File: config.mk
export PLATFORM = sky130hd
export DESIGN_NAME = http_request_header_parser
export DESIGN_NICKNAME = d
export VERILOG_FILES = /design/src/design/hrhp_pkg.sv /design/src/design/hrhp_match.sv /design/src/design/hrhp_core.sv /design/src/design/hrhp_outq.sv /design/src/design/http_request_header_parser.sv
export VERILOG_INCLUDE_DIRS = /design/src /design/src/design
export SDC_FILE = /design/constraint.sdc
export NUM_CORES = 1
export LEC_CHECK = 0
export ABC_AREA = 1
export ABC_CLOCK_PERIOD_IN_PS = 5600
export BUFFER_PORTS_ARGS = -buffer_cell sky130_fd_sc_hd__buf_2
export CORE_ASPECT_RATIO = 1.75
export CORE_MARGIN = 10
export CORE_UTILIZATION = 60
export DETAILED_ROUTE_END_ITERATION = 10
export PLACE_DENSITY_LB_ADDON = 0.15
export SYNTH_ARGS = -nofsm -noshare
export SYNTH_HDL_FRONTEND = slang
export SYNTH_SLANG_ARGS = --single-unit
File: constraint.sdc
create_clock -name clk -period 5.6 [get_ports clk]
set_input_delay 0.84 -clock clk [delete_from_list [all_inputs] [get_ports clk]]
set_output_delay 0.84 -clock clk [all_outputs]
set_load 0.1 [all_outputs]
File: src/design/http_request_header_parser_defines.svh
// Assertion macros shared by the parser modules.
// Every macro samples on clk and stays quiet while rst_n is low.
`ifndef HTTP_REQUEST_HEADER_PARSER_DEFINES_SVH
`define HTTP_REQUEST_HEADER_PARSER_DEFINES_SVH

`ifndef ASSERT_OFF

`define ASSERT_CLK(lbl, prop) \
  lbl: assert property (@(posedge clk) disable iff (!rst_n) (prop)) \
    else $error("assertion failed");

`define ASSERT_NEXT(lbl, ante, cons) \
  lbl: assert property (@(posedge clk) disable iff (!rst_n) (ante) |=> (cons)) \
    else $error("assertion failed");

`else

`define ASSERT_CLK(lbl, prop)

`define ASSERT_NEXT(lbl, ante, cons)

`endif

`endif

File: src/design/hrhp_pkg.sv
`timescale 1ns / 1ps
`default_nettype none

package hrhp_pkg;

  localparam int MAX_NAME_LEN = 16;
  localparam int POS_W        = $clog2(MAX_NAME_LEN + 1);

  localparam int NUM_METHODS  = 5;
  localparam int NUM_HEADERS  = 11;
  localparam int CAND_W       = NUM_HEADERS;
  localparam int IDX_W        = $clog2(NUM_HEADERS);

  // Longest known name is 15 characters; names are stored left justified.
  localparam int NAME_CHARS   = 16;
  localparam int NAME_BITS    = NAME_CHARS * 8;
  localparam int CHAR_AW      = $clog2(NAME_CHARS);

  localparam int TYPE_W       = 3;
  localparam int METH_W       = 3;
  localparam int HDR_W        = 4;

  localparam int DEPTH        = 4;
  localparam int Q_AW         = $clog2(DEPTH);
  localparam int Q_CW         = $clog2(DEPTH + 1);

  localparam logic [7:0] CH_LF      = 8'h0A;
  localparam logic [7:0] CH_SPACE   = 8'h20;
  localparam logic [7:0] CH_COLON   = 8'h3A;
  localparam logic [7:0] CH_UPPER_A = 8'h41;
  localparam logic [7:0] CH_UPPER_Z = 8'h5A;
  localparam logic [7:0] CASE_DIFF  = 8'h20;

  localparam logic [CAND_W-1:0] METH_ALL = CAND_W'((1 << NUM_METHODS) - 1);
  localparam logic [CAND_W-1:0] HDR_ALL  = CAND_W'((1 << NUM_HEADERS) - 1);

  typedef enum logic [TYPE_W-1:0] {
    ITEM_METHOD      = 3'd0,
    ITEM_URL_BYTE    = 3'd1,
    ITEM_VALUE_BYTE  = 3'd2,
    ITEM_URL_END     = 3'd3,
    ITEM_VALUE_END   = 3'd4
  } item_t;

  typedef struct packed {
    item_t             item_type;
    logic [METH_W-1:0] method_code;
    logic [HDR_W-1:0]  header_code;
    logic [7:0]        data;
    logic              last;
  } res_t;

  // Results of one accepted byte: count, then up to two items in order.
  typedef struct packed {
    logic [1:0] n;
    res_t       r0;
    res_t       r1;
  } push_t;

  typedef struct packed {
    logic [CAND_W-1:0] keep;
    logic              hit;
    logic [IDX_W-1:0]  idx;
  } match_t;

  function automatic logic [NAME_BITS-1:0] name_text(input logic hdr,
                                                     input logic [IDX_W-1:0] idx);
    logic [NAME_BITS-1:0] t;
    t = '0;
    if (hdr) begin
      case (idx)
        4'd0:    t = {"host",            {(NAME_CHARS - 4){8'h00}}};
        4'd1:    t = {"user-agent",      {(NAME_CHARS - 10){8'h00}}};
        4'd2:    t = {"accept",          {(NAME_CHARS - 6){8'h00}}};
        4'd3:    t = {"accept-charset",  {(NAME_CHARS - 14){8'h00}}};
        4'd4:    t = {"accept-encoding", {(NAME_CHARS - 15){8'h00}}};
        4'd5:    t = {"accept-language", {(NAME_CHARS - 15){8'h00}}};
        4'd6:    t = {"connection",      {(NAME_CHARS - 10){8'h00}}};
        4'd7:    t = {"content-type",    {(NAME_CHARS - 12){8'h00}}};
        4'd8:    t = {"content-length",  {(NAME_CHARS - 14){8'h00}}};
        4'd9:    t = {"authorization",   {(NAME_CHARS - 13){8'h00}}};
        4'd10:   t = {"from",            {(NAME_CHARS - 4){8'h00}}};
        default: t = '0;
      endcase
    end else begin
      case (idx)
        4'd0:    t = {"get",     {(NAME_CHARS - 3){8'h00}}};
        4'd1:    t = {"post",    {(NAME_CHARS - 4){8'h00}}};
        4'd2:    t = {"connect", {(NAME_CHARS - 7){8'h00}}};
        4'd3:    t = {"put",     {(NAME_CHARS - 3){8'h00}}};
        4'd4:    t = {"head",    {(NAME_CHARS - 4){8'h00}}};
        default: t = '0;
      endcase
    end
    return t;
  endfunction

  function automatic logic [POS_W-1:0] name_len(input logic hdr,
                                                input logic [IDX_W-1:0] idx);
    logic [POS_W-1:0] l;
    l = '0;
    if (hdr) begin
      case (idx)
        4'd0:    l = POS_W'(4);
        4'd1:    l = POS_W'(10);
        4'd2:    l = POS_W'(6);
        4'd3:    l = POS_W'(14);
        4'd4:    l = POS_W'(15);
        4'd5:    l = POS_W'(15);
        4'd6:    l = POS_W'(10);
        4'd7:    l = POS_W'(12);
        4'd8:    l = POS_W'(14);
        4'd9:    l = POS_W'(13);
        4'd10:   l = POS_W'(4);
        default: l = '0;
      endcase
    end else begin
      case (idx)
        4'd0:    l = POS_W'(3);
        4'd1:    l = POS_W'(4);
        4'd2:    l = POS_W'(7);
        4'd3:    l = POS_W'(3);
        4'd4:    l = POS_W'(4);
        default: l = '0;
      endcase
    end
    return l;
  endfunction

  function automatic logic [7:0] name_char(input logic hdr,
                                           input logic [IDX_W-1:0] idx,
                                           input logic [CHAR_AW-1:0] ci);
    logic [NAME_BITS-1:0] t;
    t = name_text(hdr, idx) << (8 * ci);
    return t[NAME_BITS-1 -: 8];
  endfunction

endpackage

`default_nettype wire

File: src/design/hrhp_match.sv
`timescale 1ns / 1ps
`default_nettype none

module hrhp_match (
  input  logic                        seen,
  input  logic [hrhp_pkg::POS_W-1:0]  pos,
  input  logic [hrhp_pkg::CAND_W-1:0] mask,
  input  logic [7:0]                  data,
  output hrhp_pkg::match_t            res
);
  import hrhp_pkg::*;

  logic [7:0]        folded;
  logic [CAND_W-1:0] full;
  logic [POS_W-1:0]  len;

  // Fold ASCII upper case only.
  assign folded = (data >= CH_UPPER_A && data <= CH_UPPER_Z) ? data + CASE_DIFF : data;

  always_comb begin
    res  = '0;
    full = '0;
    len  = '0;
    for (int i = 0; i < CAND_W; i++) begin
      len        = name_len(seen, IDX_W'(i));
      res.keep[i] = mask[i] && (pos < len) &&
                    (name_char(seen, IDX_W'(i), pos[CHAR_AW-1:0]) == folded);
      full[i]    = mask[i] && (len == pos);
    end
    // Lowest index wins.
    for (int i = CAND_W - 1; i >= 0; i--) begin
      if (full[i]) begin
        res.idx = IDX_W'(i);
      end
    end
    res.hit = |full;
  end

endmodule

`default_nettype wire

File: src/design/hrhp_core.sv
`timescale 1ns / 1ps
`default_nettype none
`include "http_request_header_parser_defines.svh"

module hrhp_core (
  input  logic              clk,
  input  logic              rst_n,
  input  logic              in_fire,
  input  logic [7:0]        in_data,
  input  logic              in_eor,
  output hrhp_pkg::push_t   push
);
  import hrhp_pkg::*;

  typedef enum logic [2:0] {
    PH_SEEK,
    PH_SKIPLINE,
    PH_URL,
    PH_SKIPONE,
    PH_VALUE,
    PH_STOP
  } phase_t;

  phase_t            phase_r, phase_nxt;
  logic [POS_W-1:0]  pos_r, pos_nxt;
  logic [CAND_W-1:0] mask_r, mask_nxt;
  logic              seen_r, seen_nxt;
  logic [HDR_W-1:0]  hdr_r, hdr_nxt;

  match_t            mt;
  res_t              step_item, eor_item;
  logic              step_has, eor_has;
  logic [7:0]        delim;

  hrhp_match u_match (
    .seen (seen_r),
    .pos  (pos_r),
    .mask (mask_r),
    .data (in_data),
    .res  (mt)
  );

  assign delim = seen_r ? CH_COLON : CH_SPACE;

  always_comb begin
    phase_nxt = phase_r;
    pos_nxt   = pos_r;
    mask_nxt  = mask_r;
    seen_nxt  = seen_r;
    hdr_nxt   = hdr_r;
    step_item = '0;
    step_has  = 1'b0;
    eor_item  = '0;
    eor_has   = 1'b0;
    push      = '0;

    case (phase_r)
      PH_SEEK: begin
        if (in_data == CH_LF) begin
          if (pos_r == '0) begin
            phase_nxt = PH_STOP;
          end else begin
            phase_nxt = PH_SEEK;
            pos_nxt   = '0;
            mask_nxt  = seen_r ? HDR_ALL : METH_ALL;
          end
        end else if (in_data == delim) begin
          if (!mt.hit) begin
            phase_nxt = PH_SKIPLINE;
          end else if (!seen_r) begin
            step_has              = 1'b1;
            step_item.item_type   = ITEM_METHOD;
            step_item.method_code = METH_W'(mt.idx);
            seen_nxt              = 1'b1;
            phase_nxt             = PH_URL;
          end else begin
            hdr_nxt   = HDR_W'(mt.idx);
            phase_nxt = PH_SKIPONE;
          end
        end else begin
          mask_nxt = mt.keep;
          if (pos_r < POS_W'(MAX_NAME_LEN)) begin
            pos_nxt = pos_r + 1'b1;
          end
          if (mt.keep == '0) begin
            phase_nxt = PH_SKIPLINE;
          end
        end
      end
      PH_SKIPLINE: begin
        if (in_data == CH_LF) begin
          phase_nxt = PH_SEEK;
          pos_nxt   = '0;
          mask_nxt  = seen_r ? HDR_ALL : METH_ALL;
        end
      end
      PH_URL: begin
        step_has = 1'b1;
        if (in_data == CH_LF) begin
          step_item.item_type = ITEM_URL_END;
          phase_nxt           = PH_SEEK;
          pos_nxt             = '0;
          mask_nxt            = HDR_ALL;
        end else begin
          step_item.item_type = ITEM_URL_BYTE;
          step_item.data      = in_data;
        end
      end
      PH_SKIPONE: begin
        if (in_data == CH_LF) begin
          step_has              = 1'b1;
          step_item.item_type   = ITEM_VALUE_END;
          step_item.header_code = hdr_r;
          phase_nxt             = PH_SEEK;
          pos_nxt               = '0;
          mask_nxt              = HDR_ALL;
        end else begin
          phase_nxt = PH_VALUE;
        end
      end
      PH_VALUE: begin
        step_has              = 1'b1;
        step_item.header_code = hdr_r;
        if (in_data == CH_LF) begin
          step_item.item_type = ITEM_VALUE_END;
          phase_nxt           = PH_SEEK;
          pos_nxt             = '0;
          mask_nxt            = HDR_ALL;
        end else begin
          step_item.item_type = ITEM_VALUE_BYTE;
          step_item.data      = in_data;
        end
      end
      default: begin
      end
    endcase

    // Close an open field on the final byte, then return to reset state.
    if (in_eor) begin
      if (phase_nxt == PH_URL) begin
        eor_has            = 1'b1;
        eor_item.item_type = ITEM_URL_END;
      end else if (phase_nxt == PH_SKIPONE || phase_nxt == PH_VALUE) begin
        eor_has              = 1'b1;
        eor_item.item_type   = ITEM_VALUE_END;
        eor_item.header_code = hdr_nxt;
      end
      phase_nxt = PH_SEEK;
      pos_nxt   = '0;
      mask_nxt  = METH_ALL;
      seen_nxt  = 1'b0;
      hdr_nxt   = '0;
    end

    if (in_fire) begin
      push.n = {1'b0, step_has} + {1'b0, eor_has};
      if (step_has && eor_has) begin
        push.r0      = step_item;
        push.r1      = eor_item;
        push.r1.last = 1'b1;
      end else if (step_has) begin
        push.r0      = step_item;
        push.r0.last = 1'b1;
      end else if (eor_has) begin
        push.r0      = eor_item;
        push.r0.last = 1'b1;
      end
    end
  end

  always_ff @(posedge clk) begin
    if (!rst_n) begin
      phase_r <= PH_SEEK;
      pos_r   <= '0;
      mask_r  <= METH_ALL;
      seen_r  <= 1'b0;
      hdr_r   <= '0;
    end else if (in_fire) begin
      phase_r <= phase_nxt;
      pos_r   <= pos_nxt;
      mask_r  <= mask_nxt;
      seen_r  <= seen_nxt;
      hdr_r   <= hdr_nxt;
    end
  end

  `ASSERT_NEXT(a_eor_restart, in_fire && in_eor, phase_r == PH_SEEK && !seen_r && pos_r == '0)
  `ASSERT_CLK(a_url_after_method, phase_r != PH_URL || seen_r)
  `ASSERT_CLK(a_mask_in_range, seen_r || (mask_r & ~METH_ALL) == '0)

endmodule

`default_nettype wire

File: src/design/hrhp_outq.sv
`timescale 1ns / 1ps
`default_nettype none
`include "http_request_header_parser_defines.svh"

module hrhp_outq (
  input  logic             clk,
  input  logic             rst_n,
  input  hrhp_pkg::push_t  push,
  output logic             room,
  output logic             out_valid,
  input  logic             out_stall,
  output hrhp_pkg::res_t   head
);
  import hrhp_pkg::*;

  res_t            q_r [DEPTH];
  logic [Q_AW-1:0] wr_ptr_r, wr_ptr_nxt;
  logic [Q_AW-1:0] rd_ptr_r, rd_ptr_nxt;
  logic [Q_CW-1:0] cnt_r, cnt_nxt;
  logic            pop;
  logic [Q_AW-1:0] wr_ptr_1;

  // Take a byte only when both of its possible results fit.
  assign room      = cnt_r <= Q_CW'(DEPTH - 2);
  assign out_valid = cnt_r != '0;
  assign head      = q_r[rd_ptr_r];
  assign pop       = out_valid && !out_stall;
  assign wr_ptr_1  = wr_ptr_r + 1'b1;

  assign wr_ptr_nxt = wr_ptr_r + Q_AW'(push.n);
  assign rd_ptr_nxt = rd_ptr_r + Q_AW'(pop);
  assign cnt_nxt    = cnt_r + Q_CW'(push.n) - Q_CW'(pop);

  always_ff @(posedge clk) begin
    if (push.n != '0) begin
      q_r[wr_ptr_r] <= push.r0;
    end
    if (push.n == 2'd2) begin
      q_r[wr_ptr_1] <= push.r1;
    end
  end

  always_ff @(posedge clk) begin
    if (!rst_n) begin
      wr_ptr_r <= '0;
      rd_ptr_r <= '0;
      cnt_r    <= '0;
    end else begin
      wr_ptr_r <= wr_ptr_nxt;
      rd_ptr_r <= rd_ptr_nxt;
      cnt_r    <= cnt_nxt;
    end
  end

  `ASSERT_CLK(a_cnt_bound, cnt_r <= Q_CW'(DEPTH))
  `ASSERT_CLK(a_pair_last, push.n != 2'd2 || (!push.r0.last && push.r1.last))
  `ASSERT_NEXT(a_pop_drains, pop && push.n == '0, cnt_r + 1'b1 == $past(cnt_r))

endmodule

`default_nettype wire

File: src/design/http_request_header_parser.sv
`timescale 1ns / 1ps
`default_nettype none

// HTTP request header parser. Takes one request byte per clock while in_stall is
// low and emits method, URL byte, header value byte and field end items. The
// results of an accepted byte are written into a four-entry output queue, whose
// oldest entry is offered on the out_ channel. in_stall rises while fewer than
// two queue entries are free, so with an unstalled consumer the block keeps one
// byte per cycle. Only the final byte of a request can give two results (its own
// plus the close of an open URL or value), which are queued together. Name
// matching runs all candidate names in parallel against the stored position, so
// the parser state is updated on each accepted byte.
module http_request_header_parser (
  input  logic       clk,
  input  logic       rst_n,
  input  logic       in_valid,
  output logic       in_stall,
  input  logic [7:0] in_data_byte,
  input  logic       in_end_of_request,
  output logic       out_valid,
  input  logic       out_stall,
  output logic [2:0] out_item_type,
  output logic [2:0] out_method_code,
  output logic [3:0] out_header_code,
  output logic [7:0] out_byte,
  output logic       out_last_of_run
);
  import hrhp_pkg::*;

  push_t push;
  res_t  head;
  logic  room;
  logic  in_fire;

  assign in_stall = !room;
  assign in_fire  = in_valid && room;

  hrhp_core u_core (
    .clk     (clk),
    .rst_n   (rst_n),
    .in_fire (in_fire),
    .in_data (in_data_byte),
    .in_eor  (in_end_of_request),
    .push    (push)
  );

  hrhp_outq u_outq (
    .clk       (clk),
    .rst_n     (rst_n),
    .push      (push),
    .room      (room),
    .out_valid (out_valid),
    .out_stall (out_stall),
    .head      (head)
  );

  assign out_item_type   = TYPE_W'(head.item_type);
  assign out_method_code = head.method_code;
  assign out_header_code = head.header_code;
  assign out_byte        = head.data;
  assign out_last_of_run = head.last;

endmodule

`default_nettype wire

=== Word-level counts from Yosys, hierarchy flattened ===
Memory sizes are Yosys's and may differ from the RTL's. A register that Yosys moved wholly into a read port is not among the register bits.
Cells that the tools add are included.

* Order comparisons: 15
* Eq/ne operators: 39
* Multiplexer cells: 109
* Bitwise logic cells: 0
* $mul: 0
* Reductions and logical operators: 58
* Add/sub/neg operators: 8
* Shift-type cells: 11
* Divide/modulo/power cells: 0

{| class="wikitable"
|+ Operators by type and width
! cell !! count
|-
| $shl 128x7->128 || 11
|-
| $mux 127 || 6
|-
| $mux 124 || 2
|-
| $mux 125 || 1
|-
| $mux 123 || 1
|-
| $mux 122 || 1
|-
| $mux 4 || 29
|-
| $eq 8x8->1 || 12
|-
| $mux 11 || 7
|-
| $mux 19 || 4
|-
| $eq 5x5->1 || 11
|-
| $lt 5x5->1 || 11
|-
| $mux 3 || 17
|-
| $mux 40 || 1
|-
| $logic_and 1x1->1 || 37
|-
| $mux 5 || 7
|-
| $pmux 11 s3 || 1
|-
| $mux 8 || 3
|-
| $mux 1 || 19
|-
| $mux 6 || 3
|-
| $eq 3x2->1 const B || 4
|-
| $pmux 3 s4 || 1
|-
| $reduce_and 6->1 || 2
|-
| $logic_not 11->1 || 1
|-
| other kinds (39) || 48
|}

* Memories kept: 1
* Flip-flop bits (word level): 31
* Word-level logic and storage cells: 249
* Latch bits: 0
* Bits in read-only memories: 0
* Bits of input ports: 13
* Output and inout port bits: 21
* Memory bits (writable): 76

{| class="wikitable"
|+ Memory list
! memory !! depth !! bits a word !! rd ports !! clocked after memory_dff !! wr ports !! RTL line !! text
|-
| u_outq.q_r || 4 || 19 || 1 || 1 || 2 || hrhp_outq.sv:16 || <nowiki>res_t q_r [DEPTH];</nowiki>
|}

=== Logic depth before layout (Yosys ltp) ===
* Depth in word-level cells: 29
* Mapped depth: 37

=== Cells and area by module ===
From an unflattened synthesis, not the netlist that was laid out.

* Cell total of the unflattened synthesis: 1405
* Area total of the unflattened synthesis: 9156.3 um^2

{| class="wikitable"
|+ By module, submodules not included
! module !! area each (um^2) !! instances !! cells an instance !! seq. area each (um^2)
|-
| hrhp_outq || 4140.2 || 1 || 432 || 2422.3
|-
| hrhp_match || 2987.9 || 1 || 632 || 0.0
|-
| hrhp_core || 2016.9 || 1 || 338 || 480.5
|-
| http_request_header_parser || 11.3 || 1 || 3 || 0.0
|}

=== Least setup slack after synthesis ===
OpenSTA, ideal clock, no wires.

* Kind: register to register
* Start point: register u_core.seen_r
* End point: memory u_outq.q_r[0][0] (netlist bit) (enable)
* Setup slack: 0.954 ns
* Arrival: 4.317 ns
* Required time: 5.271 ns
* Stages on the path, launching flop included: 32
* Path buffers: 2
* Path through: dfxtp_1 inv_2 ha_1 clkbuf_1 nand2_1 nand3_1 nand2_1 nand2_1 xor2_1 nor2_1 nand3_1 nor2_1 nor2_1 nand3_2 nand2_1 nand2_1 nand2_1 nand2_2 nand2_2 nand2_1 nand2_2 nor2_4 nand2_4 nand2_1 ha_1 inv_1 nor2_1 inv_1 nor3_1 inv_1 clkbuf_1 nand2_1

{| class="wikitable"
|+ RTL lines
! item !! RTL line !! text
|-
| start: declaration || hrhp_core.sv:27 || <nowiki>logic seen_r, seen_nxt;</nowiki>
|-
| start signal: assignment || hrhp_core.sv:182 || <nowiki>seen_r <= seen_nxt;</nowiki>
|-
| end: declaration || hrhp_outq.sv:16 ||
|}

==> results.py <==
metrics = {
    "place": {
        "dpl_worst_slack_ps": 538.7,
        "dp_cells": 1562,
        "dp_hpwl_um": 26510,
        "routabilityCongestion": 1.076,
        "portBuffers": 33,
    },
    "global_route": {
        "gr-total-overflow": 0,
        "grt_pass1_vias": 10020,
        "grt_pass1_wl_um": 56040,
        "antenna_found_initial": 0,
        "grt_max_degree": 40,
        "grt.total_usage_pct": 38.27,
    },
    "critical_path": {
        "cp_data_arrival_time_ps": 5200,
        "critPathMaxFanout": 15,
        "end_kind": "register",
        "critPathBufInv": 5,
        "cp_slowest_cell": "dfxtp_1",
        "cpMostUsedCell": "nor2_1",
        "start_kind": "register",
        "reg2reg_depth": 28,
        "max_stage_delay_ps": 630,
        "path_delay_family": "simple AND/OR/NAND/NOR gates",
        "cp.depth": 28,
        "worstSetupPathType": "reg -> reg",
        "worstPathRequired_ps": 5620,
    },
    "clock_tree": {
        "postCtsSetupBuffers": 0,
        "post_cts_resized": 0,
        "clkTransAtPathRegs_ps": 80,
        "tritoncts": "done",
        "cts_buffers": 9,
        "clk_latency_ps": 370,
        "root_buffer": "clkbuf_16",
        "hold_buffers": 0,
        "htreeDepth": 3,
        "numClockSinks": 107,
        "cts_buffer_depth": 2,
    },
    "hold_path": {
        "min_path_type": "reg -> reg",
        "whs_path_depth": 2,
    },
    "finish": {
        "synthToLayoutAreaGrowth_pct": 7.974,
        "drive_gt1_share_pct": 9.779,
        "fin_cells": 1579,
        "mostFrequentLayoutCell": "nand2_1",
        "final_cell_mix": "400 x nand2_1, 214 x nand3_1, 148 x nor2_1",
        "nets": 1435,
    },
    "timing": {
        "min_period_ps": 5172,
        "tightest_slew_ps": 1097,
        "setup_tns_ps": 0,
        "setup_viol": 0,
        "fin_crit_sh_pct": 92.35,
        "fin_skew_ps": 9.544,
        "fmax_mhz": 193.4,
        "final-max-slew-violation-count": 0,
        "max_slew_margin_pct": 26.81,
        "rsz0062_at_grt": "no",
        "finalHoldViolCount": 0,
        "final.setup.worst_slack_ps": 428.4,
        "hold-worst-slack_ps": 489.7,
    },
    "synthesis": {
        "avgSynthCellArea_um2": 6.149,
        "yosysUniqueCellTypes": 44,
        "synth_area_um2": 8473,
        "ys_warn_count": 0,
        "ys_ff_latch": 107,
        "syn_inst": 1378,
        "synth_nets": 1417,
        "yosysSeqAreaShare_pct": 29.06,
    },
    "power": {
        "power_density_nw_per_um2": 344.6,
        "power_uw": 3153,
        "leakagePower_uw": 0.004416,
        "ir_drop_mv": 0.3235,
    },
    "routing": {
        "dr_total_vias": 10220,
        "wirelength_um": 36820,
        "via_per_inst": 6.472,
        "drt_pass1_iterations": 8,
        "ant_nets": 0,
        "routedWlPerCell_um": 23.32,
        "drt_iter0_drc": 1307,
        "drc": 0,
    },
    "floorplan": {
        "die_w_um": 109.8,
        "fp-row-count": 57,
        "die_area_um2": 19460,
        "initial_utilization_pct": 60.93,
        "core_um2": 13910,
        "io_pins": 34,
        "dieHeight_um": 177.2,
    },
    "outcome": {
        "status": "finished, final reports clean",
    },
    "flow_run": {
        "cap_violations": 0,
    },
}
[cells by family after synthesis]
group                      Yosys count  synth area share (%)
AOI/OAI and AO/OA                  212                 13.31
xor gates and xnor gates            11                 1.137
adders and majority gates           26                 3.928
buffers and inverters              185                 9.362
DFF                                107                 29.06
and+or+nand+nor                    837                 43.21
[worst min-delay path: stages (launching register included)]
cell and delay (ps):
dfxtp_1 330, nand2_1 60, a21oi_1 50
[sequential cells by signal, summed over array words and instances, names as in the netlist]
register and flops:
u_outq.rd_ptr_r 2, u_outq.wr_ptr_r 2, u_core.mask_r 11, u_core.pos_r 5, u_outq.cnt_r 3, u_core.seen_r 1, u_outq.q_r 76, u_core.hdr_r 4
u_core.phase_r 3
[metal layers]
metal  track usage (%)  wire, um
met2             63.76     17920
met4             38.45      4449
met1             37.12     11270
met5                 0         0
met3             7.659      3179
[cell type report]
cell class              count  area [um^2]
diodes                      1        2.502
inverters                 118        450.4
clock inverters             6        62.56
fillers                  1273         4758
flip-flops and latches    107         2464
well taps                 177        221.5
repair buffers             74        473.0
clock buffers              10        250.2
multi-input cells        1086         5225
[per-stage QoR]
stage,utilization (%),cell area (um^2)
floorplan,-,8473
global placement,63.45,8825
detailed placement,63.45,8825
CTS,65.70,9138
global route,65.77,9146
finish,65.79,9149
[power by group]
group	switching [uW]	total, uW	internal [uW]
Sequential	45.6	867	822
Combinational	1310	1620	309
Clock	327	669	342
Total	1680	3150	1470
[cell usage after synthesis, drive strengths merged]
library cell / n / area share [%]
fa: 1 / 0.24
nand4: 22 / 1.6
xor2: 9 / 0.93
nor3b: 2 / 0.18
a31oi: 1 / 0.074
nor2: 157 / 7.5
buf: 31 / 2.5
nor4: 2 / 0.15
nor3: 17 / 1.1
nand3: 218 / 13
nand3b: 4 / 0.35
o2111ai: 1 / 0.10
o21ai: 132 / 7.8
o31ai: 1 / 0.089
o21bai: 1 / 0.13
a21boi: 1 / 0.089
o22ai: 19 / 1.4
a21oi: 48 / 2.9
inv: 116 / 5.2
ha: 25 / 3.7
xnor2: 2 / 0.21
a211oi: 2 / 0.18
edfxtp: 32 / 11
o211ai: 4 / 0.35
clkinv: 2 / 0.089
nand2: 415 / 19
clkbuf: 36 / 1.6
a31o: 2 / 0.21
dfxtp: 75 / 18
[final timing paths]
path / start / to / slack [ps]
min: u_core.hdr_r[0] / u_core.hdr_r[0] / 490
max reg2reg: u_core.pos_r[2] / u_outq.q_r[3][9] / 430
min reg2reg: u_core.hdr_r[0] / u_core.hdr_r[0] / 490
max: u_core.pos_r[2] / u_outq.q_r[3][9] / 430
Power figures use the tool's default switching activity.
